### src/design/irpde_pkg.sv
// Package: shared types and constants for the pulse-distance IR encoder.
`default_nettype none

package irpde_pkg;

    localparam int DUR_W = 16;
    localparam int CFG_IDX_W = 3;

    // Register indexes on the configuration port
    localparam logic [CFG_IDX_W-1:0] REG_HDR_MARK  = 3'd0;
    localparam logic [CFG_IDX_W-1:0] REG_HDR_SPACE = 3'd1;
    localparam logic [CFG_IDX_W-1:0] REG_BIT_MARK  = 3'd2;
    localparam logic [CFG_IDX_W-1:0] REG_ONE_SPACE = 3'd3;
    localparam logic [CFG_IDX_W-1:0] REG_ZERO_SPACE = 3'd4;
    localparam logic [CFG_IDX_W-1:0] REG_END_MARK  = 3'd5;
    localparam logic [CFG_IDX_W-1:0] REG_END_SPACE = 3'd6;

    localparam logic [2:0] LAST_BIT = 3'd7;

    typedef struct packed {
        logic [7:0] data_byte;
        logic       first_byte;
        logic       last_byte;
    } t_in_item;

    typedef struct packed {
        logic [DUR_W-1:0] duration;
        logic             is_mark;
        logic             run_last;
        logic             frame_end;
    } t_out_item;

    typedef struct packed {
        logic [DUR_W-1:0] header_mark_time;
        logic [DUR_W-1:0] header_space_time;
        logic [DUR_W-1:0] bit_mark_time;
        logic [DUR_W-1:0] one_space_time;
        logic [DUR_W-1:0] zero_space_time;
        logic [DUR_W-1:0] end_mark_time;
        logic [DUR_W-1:0] end_space_time;
    } t_cfg;

    typedef enum logic [2:0] {
        PH_HDR_MARK,
        PH_HDR_SPACE,
        PH_BIT_MARK,
        PH_BIT_SPACE,
        PH_END_MARK,
        PH_END_SPACE
    } t_phase;

    // Classified job handed from front to back
    typedef struct packed {
        logic [7:0] data_byte;
        t_phase     start_phase;
        logic       has_end;
    } t_job;

    // Queue status seen by the back end
    typedef struct packed {
        logic not_empty;
        t_job head;
    } t_q_status;

endpackage

`default_nettype wire

### src/design/irpde_front.sv
// Front end: accepts input bytes, classifies them into jobs and queues them.
`default_nettype none

module irpde_front (
    input  wire                   i_clk,
    input  wire                   i_rst_n,
    input  wire                   i_in_valid,
    output logic                  o_in_stall,
    input  irpde_pkg::t_in_item   i_in_item,
    input  wire                   i_pop,
    output irpde_pkg::t_q_status  o_status
);

    irpde_pkg::t_job r_mem [2];
    logic            r_wptr, n_wptr;
    logic            r_rptr, n_rptr;
    logic [1:0]      r_count, n_count;
    irpde_pkg::t_job w_job;
    logic            w_push;
    logic            w_pop;

    // Classify: where the sequence starts and whether an end pair follows
    always_comb begin
        w_job.data_byte   = i_in_item.data_byte;
        w_job.start_phase = i_in_item.first_byte ? irpde_pkg::PH_HDR_MARK
                                                 : irpde_pkg::PH_BIT_MARK;
        w_job.has_end     = i_in_item.last_byte;
    end

    assign o_in_stall = (r_count == 2'd2);
    assign w_push     = i_in_valid && !o_in_stall;
    assign w_pop      = i_pop && (r_count != 2'd0);

    always_comb begin
        n_wptr  = w_push ? ~r_wptr : r_wptr;
        n_rptr  = w_pop ? ~r_rptr : r_rptr;
        n_count = r_count + {1'b0, w_push} - {1'b0, w_pop};
    end

    always_ff @(posedge i_clk) begin
        if (!i_rst_n) begin
            r_wptr  <= 1'b0;
            r_rptr  <= 1'b0;
            r_count <= 2'd0;
        end else begin
            r_wptr  <= n_wptr;
            r_rptr  <= n_rptr;
            r_count <= n_count;
        end
    end

    always_ff @(posedge i_clk) begin
        if (w_push) begin
            r_mem[r_wptr] <= w_job;
        end
    end

    assign o_status.not_empty = (r_count != 2'd0);
    assign o_status.head      = r_mem[r_rptr];

endmodule

`default_nettype wire

### src/design/irpde_back.sv
// Back end: steps through the mark/space sequence of each job, one per cycle unless the output stalls.
`default_nettype none

module irpde_back (
    input  wire                   i_clk,
    input  wire                   i_rst_n,
    input  irpde_pkg::t_cfg       i_cfg,
    input  irpde_pkg::t_q_status  i_status,
    output logic                  o_pop,
    output logic                  o_out_valid,
    input  wire                   i_out_stall,
    output irpde_pkg::t_out_item  o_out_item
);

    logic                 r_busy, n_busy;
    irpde_pkg::t_phase    r_phase, n_phase;
    logic [2:0]           r_bit, n_bit;
    logic [7:0]           r_data, n_data;
    logic                 r_has_end, n_has_end;
    logic                 r_out_valid, n_out_valid;
    irpde_pkg::t_out_item r_out_item;
    irpde_pkg::t_out_item w_res;
    logic                 w_adv;
    logic                 w_load;

    assign w_adv = r_busy && (!r_out_valid || !i_out_stall);

    // Next state
    always_comb begin
        n_busy    = r_busy;
        n_phase   = r_phase;
        n_bit     = r_bit;
        n_data    = r_data;
        n_has_end = r_has_end;
        w_load    = 1'b0;
        if (w_adv) begin
            case (r_phase)
                irpde_pkg::PH_HDR_MARK:  n_phase = irpde_pkg::PH_HDR_SPACE;
                irpde_pkg::PH_HDR_SPACE: begin
                    n_phase = irpde_pkg::PH_BIT_MARK;
                    n_bit   = 3'd0;
                end
                irpde_pkg::PH_BIT_MARK:  n_phase = irpde_pkg::PH_BIT_SPACE;
                irpde_pkg::PH_BIT_SPACE: begin
                    if (r_bit != irpde_pkg::LAST_BIT) begin
                        n_phase = irpde_pkg::PH_BIT_MARK;
                        n_bit   = r_bit + 3'd1;
                    end else if (r_has_end) begin
                        n_phase = irpde_pkg::PH_END_MARK;
                    end else begin
                        n_busy = 1'b0;
                    end
                end
                irpde_pkg::PH_END_MARK:  n_phase = irpde_pkg::PH_END_SPACE;
                irpde_pkg::PH_END_SPACE: n_busy = 1'b0;
                default:                 n_busy = 1'b0;
            endcase
        end
        // Take the next job when idle or as the current one finishes
        if ((!r_busy || (w_adv && w_res.run_last)) && i_status.not_empty) begin
            w_load    = 1'b1;
            n_busy    = 1'b1;
            n_phase   = i_status.head.start_phase;
            n_bit     = 3'd0;
            n_data    = i_status.head.data_byte;
            n_has_end = i_status.head.has_end;
        end
        if (w_adv) begin
            n_out_valid = 1'b1;
        end else begin
            n_out_valid = r_out_valid && i_out_stall;
        end
    end

    // Outputs of the current phase
    always_comb begin
        w_res = '0;
        case (r_phase)
            irpde_pkg::PH_HDR_MARK: begin
                w_res.duration = i_cfg.header_mark_time;
                w_res.is_mark  = 1'b1;
            end
            irpde_pkg::PH_HDR_SPACE: begin
                w_res.duration = i_cfg.header_space_time;
            end
            irpde_pkg::PH_BIT_MARK: begin
                w_res.duration = i_cfg.bit_mark_time;
                w_res.is_mark  = 1'b1;
            end
            irpde_pkg::PH_BIT_SPACE: begin
                w_res.duration = r_data[r_bit] ? i_cfg.one_space_time
                                               : i_cfg.zero_space_time;
                w_res.run_last = (r_bit == irpde_pkg::LAST_BIT) && !r_has_end;
            end
            irpde_pkg::PH_END_MARK: begin
                w_res.duration = i_cfg.end_mark_time;
                w_res.is_mark  = 1'b1;
            end
            irpde_pkg::PH_END_SPACE: begin
                w_res.duration  = i_cfg.end_space_time;
                w_res.run_last  = 1'b1;
                w_res.frame_end = 1'b1;
            end
            default: w_res = '0;
        endcase
    end

    always_ff @(posedge i_clk) begin
        if (!i_rst_n) begin
            r_busy      <= 1'b0;
            r_phase     <= irpde_pkg::PH_BIT_MARK;
            r_bit       <= 3'd0;
            r_out_valid <= 1'b0;
        end else begin
            r_busy      <= n_busy;
            r_phase     <= n_phase;
            r_bit       <= n_bit;
            r_out_valid <= n_out_valid;
        end
    end

    always_ff @(posedge i_clk) begin
        r_data    <= n_data;
        r_has_end <= n_has_end;
        if (w_adv) begin
            r_out_item <= w_res;
        end
    end

    assign o_pop       = w_load;
    assign o_out_valid = r_out_valid;
    assign o_out_item  = r_out_item;

endmodule

`default_nettype wire

### src/design/ir_pulse_distance_encoder_unit.sv
// Top level of the pulse-distance IR encoder: config registers, front and back ends.
//
// Usage:
//   Input channel (i_in_valid / o_in_stall / i_in_item) transfers one packet byte
//   with first/last flags. Output channel (o_out_valid / i_out_stall / o_out_item)
//   transfers one mark or space duration per transfer, strictly alternating.
//   Config channel (i_cfg_valid / o_cfg_ready / i_cfg_index / i_cfg_data) writes
//   the seven duration registers; ready is always high, unknown indexes are dropped.
//   Write config only while the encoder is idle.
// Timing:
//   A byte yields 16 durations, plus 2 with a header, plus 2 with an end pair.
//   The back-end sequencer emits one duration per cycle while the output is not
//   stalled; consecutive queued bytes follow with no gap.
//   From idle, a byte passes the job queue, sequencer state and output register.
//   A two-entry job queue decouples input acceptance from output stalls.
// Reset: synchronous, active low; queue empties, sequencer idles, all durations 0.
// Output stall: the output register holds its item and the sequencer pauses;
//   input is still taken until the queue is full.
`default_nettype none

module ir_pulse_distance_encoder_unit (
    input  wire                                 i_clk,
    input  wire                                 i_rst_n,
    input  wire                                 i_in_valid,
    output logic                                o_in_stall,
    input  irpde_pkg::t_in_item                 i_in_item,
    output logic                                o_out_valid,
    input  wire                                 i_out_stall,
    output irpde_pkg::t_out_item                o_out_item,
    input  wire                                 i_cfg_valid,
    output logic                                o_cfg_ready,
    input  wire  [irpde_pkg::CFG_IDX_W-1:0]     i_cfg_index,
    input  wire  [irpde_pkg::DUR_W-1:0]         i_cfg_data
);

    irpde_pkg::t_cfg      r_cfg;
    irpde_pkg::t_q_status w_status;
    logic                 w_pop;

    assign o_cfg_ready = 1'b1;

    // Duration registers
    always_ff @(posedge i_clk) begin
        if (!i_rst_n) begin
            r_cfg <= '0;
        end else if (i_cfg_valid && o_cfg_ready) begin
            case (i_cfg_index)
                irpde_pkg::REG_HDR_MARK:   r_cfg.header_mark_time  <= i_cfg_data;
                irpde_pkg::REG_HDR_SPACE:  r_cfg.header_space_time <= i_cfg_data;
                irpde_pkg::REG_BIT_MARK:   r_cfg.bit_mark_time     <= i_cfg_data;
                irpde_pkg::REG_ONE_SPACE:  r_cfg.one_space_time    <= i_cfg_data;
                irpde_pkg::REG_ZERO_SPACE: r_cfg.zero_space_time   <= i_cfg_data;
                irpde_pkg::REG_END_MARK:   r_cfg.end_mark_time     <= i_cfg_data;
                irpde_pkg::REG_END_SPACE:  r_cfg.end_space_time    <= i_cfg_data;
                default: ;  // out of range: ignored
            endcase
        end
    end

    irpde_front u_front (
        .i_clk      (i_clk),
        .i_rst_n    (i_rst_n),
        .i_in_valid (i_in_valid),
        .o_in_stall (o_in_stall),
        .i_in_item  (i_in_item),
        .i_pop      (w_pop),
        .o_status   (w_status)
    );

    irpde_back u_back (
        .i_clk       (i_clk),
        .i_rst_n     (i_rst_n),
        .i_cfg       (r_cfg),
        .i_status    (w_status),
        .o_pop       (w_pop),
        .o_out_valid (o_out_valid),
        .i_out_stall (i_out_stall),
        .o_out_item  (o_out_item)
    );

endmodule

`default_nettype wire
### config.mk
export PLATFORM = sky130hd
export DESIGN_NAME = ir_pulse_distance_encoder_unit
export DESIGN_NICKNAME = d
export VERILOG_FILES = /design/src/design/irpde_pkg.sv /design/src/design/irpde_front.sv /design/src/design/irpde_back.sv /design/src/design/ir_pulse_distance_encoder_unit.sv
export SDC_FILE = /design/constraint.sdc
export NUM_CORES = 1
export LEC_CHECK = 0
export ABC_AREA = 1
export BUFFER_PORTS_ARGS = -buffer_cell sky130_fd_sc_hd__buf_4
export CORE_ASPECT_RATIO = 1.5
export CORE_MARGIN = 4
export CORE_UTILIZATION = 25
export DETAILED_ROUTE_END_ITERATION = 16
export PLACE_DENSITY_LB_ADDON = 0.08
export REMOVE_ABC_BUFFERS = 1
export SYNTH_ARGS = -nofsm -noshare
export SYNTH_HDL_FRONTEND = slang
export SYNTH_SLANG_ARGS = --single-unit
### constraint.sdc
create_clock -name i_clk -period 2.34 [get_ports i_clk]
set_input_delay 0.117 -clock i_clk [delete_from_list [all_inputs] [get_ports i_clk]]
set_output_delay 0.117 -clock i_clk [all_outputs]
set_load 0.03 [all_outputs]
==> results_dict.tcl, run 1 <==
set metrics [dict create \
    start_util_pct 25.5 \
    critPathTopFamily "adder cells" \
    clkSlewWorstSetupHoldPaths_ns 0.07 \
    cp_slowest_cell "dfxtp_2" \
    tns_ns 0 \
    cap_violations 0 \
    multi_input_area_um2 2630 \
    syn_inst 854 \
    grtUsageTotal_pct 13.9 \
    yosysUniqueCellTypes 33 \
    via_count 5768 \
    die_area_um2 31600 \
    antenna_found_initial 0 \
    rsz0062_at_grt "no" \
    synth_top_area_share_pct 34.8 \
    rows 75 \
    syn_avg_cell_area_um2 8.42 \
    syn2layout_area_growth_pct 24.2 \
    critical_path_class "register to register" \
    drt-initial-drc-count 230 \
    yosysTopAreaCell "dfxtp_1" \
    cts-htree-levels 4 \
    grt_pass1_wl_um 33600 \
    async_flop_share_pct 0 \
    arrival_ns 2.53 \
    yosysSeqAreaShare_pct 54.8 \
    gr-total-overflow 0 \
    fin_crit_sh_pct 92.2 \
    required_ns 2.71 \
    syn_area_um2 7190 \
    clock-sinks 173 \
    place.gp.congestion 0.701 \
    drive_above_1_share_pct 15.1 \
    cts_tree "built" \
    startpoint "u_back.r_bit[1]$_SDFFE_PP0P_" \
    layout_commonest_cell "dfxtp_1" \
    final_antenna_net_count 0 \
    max_freq_mhz 464 \
    p_total_uw 8820 \
    grt_pass1_vias 5865 \
    dpl.hpwl_um 13700 \
    synth_warnings 0 \
    period_needed_ns 2.16 \
    vias_per_cell 4.46 \
    p_per_area_nw_per_um2 987 \
    final_util_pct 31.7 \
    die_x_um 146 \
    finClkSkew_ns 0.00969 \
    worstMarginPinSlew_ns 1.04 \
    grt_max_degree 47 \
    synth-edff-count 48 \
    max_stage_delay_ns 0.34 \
    yosys-top-cells-area "dfxtp_1 35%, edfxtp_1 20%, o21ai_0 8.1%" \
    drc 0 \
    hold_start "i_rst_n" \
    fillers 3048 \
    dieHeight_um 216 \
    regArea_um2 3950 \
    outcome "completed" \
    holdWs_ns 0.127 \
    antenna_cells 0 \
    setup_viol 0 \
    pin_count 56 \
    cts_buffers 17 \
    root_buffer "clkbuf_16" \
    clk_path_buf_depth 2 \
    ys_ff_latch 173 \
    max_slew_margin_pct 30.7 \
    cp-start-kind "register" \
    p_leak_uw 0.00361 \
    layout_common_cells "124 x dfxtp_1, 117 x o21ai_0, 108 x inv_1" \
    routedWlPerCell_um 16.3 \
    hold_path.class "primary input to register" \
    io_buffer_count 54 \
    r2r_start "u_back.r_bit[1]$_SDFFE_PP0P_" \
    end_kind "register" \
    crit_path_max_fanout 6 \
    nNetsFinal 973 \
    hold_viol_final 0 \
    drtPass1Iterations 4 \
    clock_latency_ns 0.44 \
    synthFlopType "dfxtp_1" \
    peakVddDrop_mv 0.606 \
    cp_num_buf_inv 2 \
    cp_cell_sequence "ha_1 -> ha_1 -> inv_1 -> nor2_2 -> nand2_4 -> nand2_4 -> nand2_4 -> nand2_4 -> ha_1 -> inv_1 -> ha_1 -> xor2_1 -> o21ai_0 -> a21oi_1" \
    routed_wl_um 21100 \
    core_um2 28200 \
    slew_viol_final 0 \
]
cell type report:
type,instances,share of cell area [%]
Clock buffer,18,4.80
Clock inverter,14,1.88
Inverter,111,4.66
Multi-Input combinational cell,524,29.4
Sequential cell,173,44.2
Tap cell,346,4.85
Timing Repair Buffer,108,10.3
metrics by stage:
| stage | cells | cell area (um^2) | setup WS, ns |
|---|---|---|---|
| after floorplan | 808 | 6980 | 0.234 |
| after global placement | 1235 | 8060 | 0.158 |
| after detailed placement | 1235 | 8060 | 0.121 |
| after CTS | 1294 | 8930 | 0.101 |
| after global routing | 1294 | 8930 | 0.0270 |
| final | 1294 | 8930 | 0.183 |
cells in the mapped netlist (7+ instances only):
master	count
inv_1	108
nand3_1	54
nor3_1	11
nand2_1	86
buf_2	7
clkbuf_1	31
dfxtp_1	125
o22ai_1	16
a21oi_1	86
o21ai_0	117
edfxtp_1	48
nor2_1	107
mux2_2	10
routing by layer:
layer | global-route usage, % | routed length (um) | vias to the layer above
met4 | 6.65 | 617 | 0
met5 | 0 | 0 | -
met3 | 2.69 | 632 | 29
met1 | 15.9 | 8930 | 2682
met2 | 24.7 | 10900 | 77
li1 | - | - | 2980
power by group:
group	internal (uW)	switching (uW)	leakage, uW	total (uW)
Sequential	3520	191	0.00147	3710
Combinational	738	1430	0.00185	2170
Clock	1680	1260	0.000282	2940
repair_timing:
action | 4_1_cts | 5_1_grt
hold buffers | 27 | 0
setup buffers | 0 | 0
setup endpoints to repair | 0 | 1
endpoints found under the hold margin | 79 | 0
gates resized for setup | 0 | 2
registers in the layout, indices dropped and copies added (netlist names), named ones only:
register	count
u_back.r_has_end	1
u_back.o_out_valid	1
u_front.r_mem	20
u_back.r_bit	3
u_back.r_data	8
u_front.r_rptr	1
u_back.o_out_item	19
u_back.r_busy	1
u_front.r_count	2
u_front.r_wptr	1
u_back.r_phase	3
r_cfg	112
cell families (layout without fill, tap and decap cells):
family	Yosys count	count (layout)	synth area share (%)
flip-flops	173	173	54.8
multiplexers	10	10	1.57
other	1	1	0.0522
AO/OA/AOI/OAI	234	234	16.9
buffers and inverters	157	251	8.68
XOR/XNOR	1	1	0.122
adder cells (fa/ha/maj)	4	4	0.696
AND/OR/NAND/NOR	274	274	17.1
final timing paths:
path / slack [ns] / end / depth (start not counted)
worst max-delay path: 0.18 / u_front.r_count[1]$_SDFF_PN0_ / 14
worst min register to register: 0.45 / r_cfg[68]$_SDFFE_PN0P_ / 2
worst min-delay path: 0.13 / u_back.r_phase[1]$_SDFFE_PN1P_ / 2
worst max register to register: 0.18 / u_front.r_count[1]$_SDFF_PN0_ / 14
(Power assumes the default switching activity.)
==> run 2: changes to the inputs <==
--- a/config.mk
+++ b/config.mk
@@ -5,12 +5,11 @@
 export SDC_FILE = /design/constraint.sdc
 export NUM_CORES = 1
 export LEC_CHECK = 0
-export ABC_AREA = 1
-export BUFFER_PORTS_ARGS = -buffer_cell sky130_fd_sc_hd__buf_4
-export CORE_ASPECT_RATIO = 1.5
+export ABC_AREA = 0
 export CORE_MARGIN = 4
 export CORE_UTILIZATION = 25
 export DETAILED_ROUTE_END_ITERATION = 16
+export DONT_BUFFER_PORTS = 1
 export PLACE_DENSITY_LB_ADDON = 0.08
 export REMOVE_ABC_BUFFERS = 1
 export SYNTH_ARGS = -nofsm -noshare
==> run 2 against run 1 <==
Setup slack lost 0.0044 ns. Non-clock buffer count shrank 49. Sequential power rose by 2%. Sequential share of layout area rose by 2.3 points. Synthesized area shrank 1.9%. Count of clock-buffer cells in the layout down 1. Design area shrank 4.9%. Combinational power is 40% lower. Clock skew up 0.00094 ns. Via count is 4.1% lower. Critical endpoint unchanged. Largest power group unchanged.
==> results_dict.tcl, run 2 <==
set metrics [dict create \
    outcome "completed" \
    antenna_found_initial 2 \
    worstMarginPinSlew_ns 0.980 \
    dp_cells 1116 \
    route.met3.wl_um 1240 \
    grt_pass1_vias 5258 \
    drc 0 \
    drtPass1Iterations 5 \
    layout_commonest_cell "nand2_1" \
    syn_inst 750 \
    clock_latency_ns 0.43 \
    end_kind "register" \
    yosysSeqAreaShare_pct 55.9 \
    drt-initial-drc-count 430 \
    yosysUniqueCellTypes 47 \
    largest-register "r_cfg" \
    vias_per_cell 4.69 \
    place_area_um2 7630 \
    die_area_um2 31000 \
    synth_top_area_share_pct 35.5 \
    synth-edff-count 48 \
    finClkSkew_ns 0.0106 \
    fin_crit_sh_pct 92.4 \
    final_antenna_net_count 0 \
    grt_max_degree 81 \
    grt_pass1_wl_um 31700 \
    p_per_area_nw_per_um2 924 \
    ys_ff_latch 173 \
    drive_above_1_share_pct 12.4 \
    crit_path_max_fanout 3 \
    largest_reg_flops 112 \
    hold_path.class "primary input to register" \
    wl_met1_um 10000 \
    slew_viol_final 0 \
    start_util_pct 25.4 \
    syn2layout_area_growth_pct 20.4 \
    clkSlewWorstSetupHoldPaths_ns 0.08 \
    critical_path_class "register to register" \
    gr-total-overflow 0 \
    setup_viol 0 \
    required_ns 2.66 \
    core_um2 27800 \
    cts_setup_buffers 0 \
    cap_violations 0 \
    cts_buffers 17 \
    final_cell_area_um2 8490 \
    synth_common_cells "246 x nand2_1, 125 x dfxtp_1, 117 x a21oi_1" \
    yosysTopAreaCell "dfxtp_1" \
    routedWlPerCell_um 17.8 \
    rows 61 \
    place.gp.congestion 0.717 \
    syn_avg_cell_area_um2 9.41 \
    max_freq_mhz 463 \
    layout.cells.non_filler 1178 \
    wl_met2_um 9490 \
    cts_hold_buf 29 \
    hold_viol_final 0 \
    pin_count 56 \
    cts-htree-levels 4 \
    peakVddDrop_mv 0.494 \
    clock-sinks 173 \
    synth_warnings 0 \
    dieHeight_um 176 \
    period_needed_ns 2.16 \
    async_flop_share_pct 0 \
    via_count 5530 \
    layout_common_cells "246 x nand2_1, 125 x dfxtp_1, 117 x a21oi_1" \
    cts_tree "built" \
    synthFlopType "dfxtp_1" \
    die_x_um 176 \
    cts_resized 0 \
    dpl.hpwl_um 12800 \
    clk_path_buf_depth 2 \
    nNetsFinal 824 \
    cp-start-kind "register" \
    rsz0062_at_grt "no" \
    synth_most_common_cell "nand2_1" \
    routed_wl_um 21000 \
    root_buffer "clkbuf_16" \
    p_leak_uw 0.00280 \
    grtUsageTotal_pct 13.6 \
    yosys-top-cells-area "dfxtp_1 35%, edfxtp_1 20%, nand2_1 13%" \
    max_slew_margin_pct 34.4 \
    io_buffer_count 0 \
    syn_area_um2 7050 \
    top_layer "met5" \
    arrival_ns 2.49 \
]
-- run 2: layout make-up --
class | count | area (um^2)
Antenna cell | 1 | 2.50
Clock buffer | 17 | 425
Clock inverter | 15 | 145
Fill cell | 2907 | 19300
Inverter | 18 | 68.8
Multi-Input combinational cell | 517 | 2870
Sequential cell | 173 | 3940
Tap cell | 378 | 473
Timing Repair Buffer | 59 | 566
-- run 2: report_power, final --
group / total [uW] / leakage, uW / switching, uW / internal [uW]
clock network: 2780 / 0.000273 / 1360 / 1420
logic: 1300 / 0.00106 / 781 / 514
registers: 3780 / 0.00146 / 329 / 3450
total: 7850 / 0.00280 / 2470 / 5380
-- run 2: cells by family after synthesis --
family / count (synthesis) / share of synthesized area (%)
other: 1 / 0.0532
flip-flops: 173 / 55.9
multiplexers: 38 / 7.54
XOR/XNOR: 3 / 0.373
AO/OA/AOI/OAI: 171 / 14.4
buffers and inverters: 60 / 3.65
AND/OR/NAND/NOR: 300 / 17.4
adder cells (fa/ha/maj): 4 / 0.709
-- run 2: metal layers --
| layer | track usage [%] | up-vias |
|---|---|---|
| met1 | 18.9 | 2705 |
| met2 | 21.5 | 159 |
| met3 | 3.58 | 17 |
| met4 | 2.99 | 2 |
| li1 | - | 2647 |
| met5 | 0 | - |
-- run 2: final timing paths --
path,startpoint,end,slack (ns),cells past startpoint
min reg2reg,r_cfg[108]$_SDFFE_PN0P_,r_cfg[108]$_SDFFE_PN0P_,0.45,2
max,u_back.r_bit[0]$_SDFFE_PP0P_,u_front.r_count[1]$_SDFF_PN0_,0.18,10
max reg2reg,u_back.r_bit[0]$_SDFFE_PP0P_,u_front.r_count[1]$_SDFF_PN0_,0.18,10
min,i_out_stall,u_back.r_busy$_SDFFE_PN0P_,0.06,3
-- run 2: critical path: stages, from the launching register on --
cell     delay [ns]
dfxtp_1        0.32
ha_1           0.19
ha_1           0.22
a31oi_1        0.29
o22ai_2        0.14
ha_1           0.31
inv_1          0.06
ha_1           0.16
xor2_1         0.17
xnor2_1        0.13
nor2_1         0.05
-- run 2: through the flow --
step                      util, %  hold slack (ns)  setup TNS (ns)  power, uW  setup slack (ns)
after detailed placement     27.5            0.216               0       5110             0.199
after global routing         30.6           0.0596               0       8250            0.0372
after floorplan                 -            0.216           -1.07       4560            -0.327
after global placement       27.5            0.216               0       5100             0.216
final                        30.6           0.0632               0       7850             0.178
after CTS                    30.6           0.0422               0       7980             0.159
==> run 3: changes to the inputs <==
--- a/config.mk
+++ b/config.mk
@@ -7,7 +7,7 @@
 export LEC_CHECK = 0
 export ABC_AREA = 0
 export CORE_MARGIN = 4
-export CORE_UTILIZATION = 25
+export CORE_UTILIZATION = 39
 export DETAILED_ROUTE_END_ITERATION = 16
 export DONT_BUFFER_PORTS = 1
 export PLACE_DENSITY_LB_ADDON = 0.08
==> constraint.sdc (replaced) <==
create_clock -name i_clk -period 2.34 [get_ports i_clk]
set_input_delay 0.234 -clock i_clk [delete_from_list [all_inputs] [get_ports i_clk]]
set_output_delay 0.234 -clock i_clk [all_outputs]
set_load 0.03 [all_outputs]
==> run 3 against run 2 <==
Total power decreased by 1.2%. Combinational power decreased by 8%. Cell count decreased by 13%. Global-route usage increased by 4.3 points. Via count decreased by 2.9%. Maximum frequency decreased by 1.7%. Sequential share of layout area increased by 1.4 points. Core utilization increased by 16 points. First-iteration DRC count increased by 15%. Highest routed layer unchanged.
==> results_dict.tcl, run 3 (synthesis gave the netlist of run 2 again) <==
set metrics [dict create \
    outcome "completed" \
    cp-start-kind "register" \
    end_kind "register" \
    place_ws_ns 0.114 \
    grtUsageMet1_pct 25.4 \
    arrival_ns 2.49 \
    drive_above_1_share_pct 12.1 \
    dpl.hpwl_um 11700 \
    grt_pass1_vias 5083 \
    power_frac_seq_pct 48.5 \
    setup_viol 0 \
    layout_commonest_cell "nand2_1" \
    critical_path_class "register to register" \
    drc 0 \
    largest-register "r_cfg" \
    routed_wl_um 17900 \
    power_switching_uw 2300 \
    cts-htree-levels 4 \
    hold_viol_final 0 \
    finClkSkew_ns 0.0116 \
    top_usage_layer "met2" \
    vias_per_cell 5.27 \
    pin_count 56 \
    grt_pass1_wl_um 28300 \
    holdPathStages 3 \
    clk_path_buf_depth 2 \
    nNetsFinal 819 \
    clkSlewWorstSetupHoldPaths_ns 0.07 \
    cap_violations 0 \
    cts_tree "built" \
    final_antenna_net_count 0 \
    layout_common_cells "246 x nand2_1, 125 x dfxtp_1, 117 x a21oi_1" \
    grtUsageMet2_pct 27.6 \
    largest_reg_flops 112 \
    dieHeight_um 142 \
    internal_power_uw 5450 \
    max_freq_mhz 455 \
    crit_path_max_fanout 16 \
    place.gp.congestion 0.780 \
    start_util_pct 40.2 \
    fillers 1662 \
    via_count 5372 \
    holdWs_ns 0.0972 \
    peakVddDrop_mv 0.533 \
    die_area_um2 20300 \
    reg2reg_slack_ns 0.14 \
    routedWlPerCell_um 17.6 \
    gr-total-overflow 0 \
    r2r-end "u_back.o_out_item[4]$_DFFE_PP_" \
    clock_latency_ns 0.43 \
    syn2layout_area_growth_pct 16.9 \
    fin_crit_sh_pct 93.9 \
    worstMarginPinSlew_ns 0.826 \
    r2r_cells 5 \
    core_um2 17500 \
    drt-initial-drc-count 496 \
    die_x_um 142 \
    max_slew_margin_pct 45.0 \
    clock-sinks 173 \
    p_sw_share_pct 29.7 \
    hold_start "i_in_valid" \
    r2r_start "u_back.r_bit[1]$_SDFFE_PP0P_" \
    slew_viol_final 0 \
    antenna_found_initial 1 \
    root_buffer "clkbuf_16" \
    hold_path.class "primary input to register" \
    combPwrFrac_pct 15.5 \
    rsz0062_at_grt "no" \
    grt_max_degree 66 \
    holdPathEnd "u_front.r_wptr$_SDFFE_PN0P_" \
    drtPass1Iterations 5 \
    final.setup.worst_slack_ns 0.142 \
    antenna_cells 0 \
    period_needed_ns 2.20 \
    io_buffer_count 0 \
    p_leak_uw 0.00278 \
    cts_buffers 17 \
    pwr-share-clk_pct 36.0 \
    gr-usage-met3_pct 4.81 \
    grtUsageTotal_pct 18.0 \
    p_per_area_nw_per_um2 941 \
    required_ns 2.64 \
    rows 48 \
]
## run 3: worst max-delay path: stages, from the launching register on
cell	delay, ns
dfxtp_1	0.34
buf_4	0.15
mux2_2	0.33
o22ai_1	0.26
o21ba_1	0.71
a221o_1	0.27
## run 3: worst max path at each step
stage	start	depth (start not counted)	slack (ns)	end
global route	u_back.r_bit[1]$_SDFFE_PP0P_	5	0.02	u_back.o_out_item[7]$_DFFE_PP_
detailed placement	u_back.r_bit[0]$_SDFFE_PP0P_	10	0.11	u_front.r_count[1]$_SDFF_PN0_
global placement	u_back.r_bit[0]$_SDFFE_PP0P_	10	0.15	u_front.r_count[1]$_SDFF_PN0_
CTS	u_back.r_bit[0]$_SDFFE_PP0P_	10	0.09	u_front.r_count[1]$_SDFF_PN0_
floorplan	i_rst_n	3	-0.43	u_back.r_phase[1]$_SDFFE_PN1P_
finish	u_back.r_bit[1]$_SDFFE_PP0P_	5	0.14	u_back.o_out_item[4]$_DFFE_PP_
## run 3: power by group through the flow
| stage | Clock [uW] | Sequential [uW] | Combinational [uW] |
|---|---|---|---|
| after global routing | 2990 | 3800 | 1320 |
| after detailed placement | 0 | 3840 | 1130 |
| after global placement | 0 | 3830 | 1130 |
| final | 2790 | 3760 | 1200 |
| after floorplan | 0 | 3860 | 702 |
| after CTS | 2860 | 3770 | 1210 |
## run 3: area by class of cell
cell class	count	area [um^2]	area share, %
Clock buffer	17	425	5.16
Clock inverter	15	156	1.90
Inverter	18	68.8	0.835
Multi-Input combinational cell	517	2870	34.8
Sequential cell	173	3940	47.8
Tap cell	225	282	3.41
Timing Repair Buffer	54	500	6.07
## run 3: metal layers
layer	share of wire, %	vias to the layer above
met5	0.073	-
met4	1.2	2
met3	6.3	19
met2	44	167
met1	48	2546
li1	-	2638
## run 3: through the flow
step	cell area, um^2	setup TNS (ns)	util, %	instances	power (uW)
global placement	7380	0	42.1	959	4960
global route	8250	0	47.0	1019	8120
detailed placement	7380	0	42.1	959	4970
CTS	8240	0	47.0	1019	7840
floorplan	6860	-9.86	-	708	4560
finish	8250	0	47.0	1019	7760
## run 3: timing repair
action	CTS	global route
setup buffers	0	0
hold buffers	28	0
resized for setup	0	1
endpoints found under the hold margin	137	0
endpoints found under the setup margin	0	1
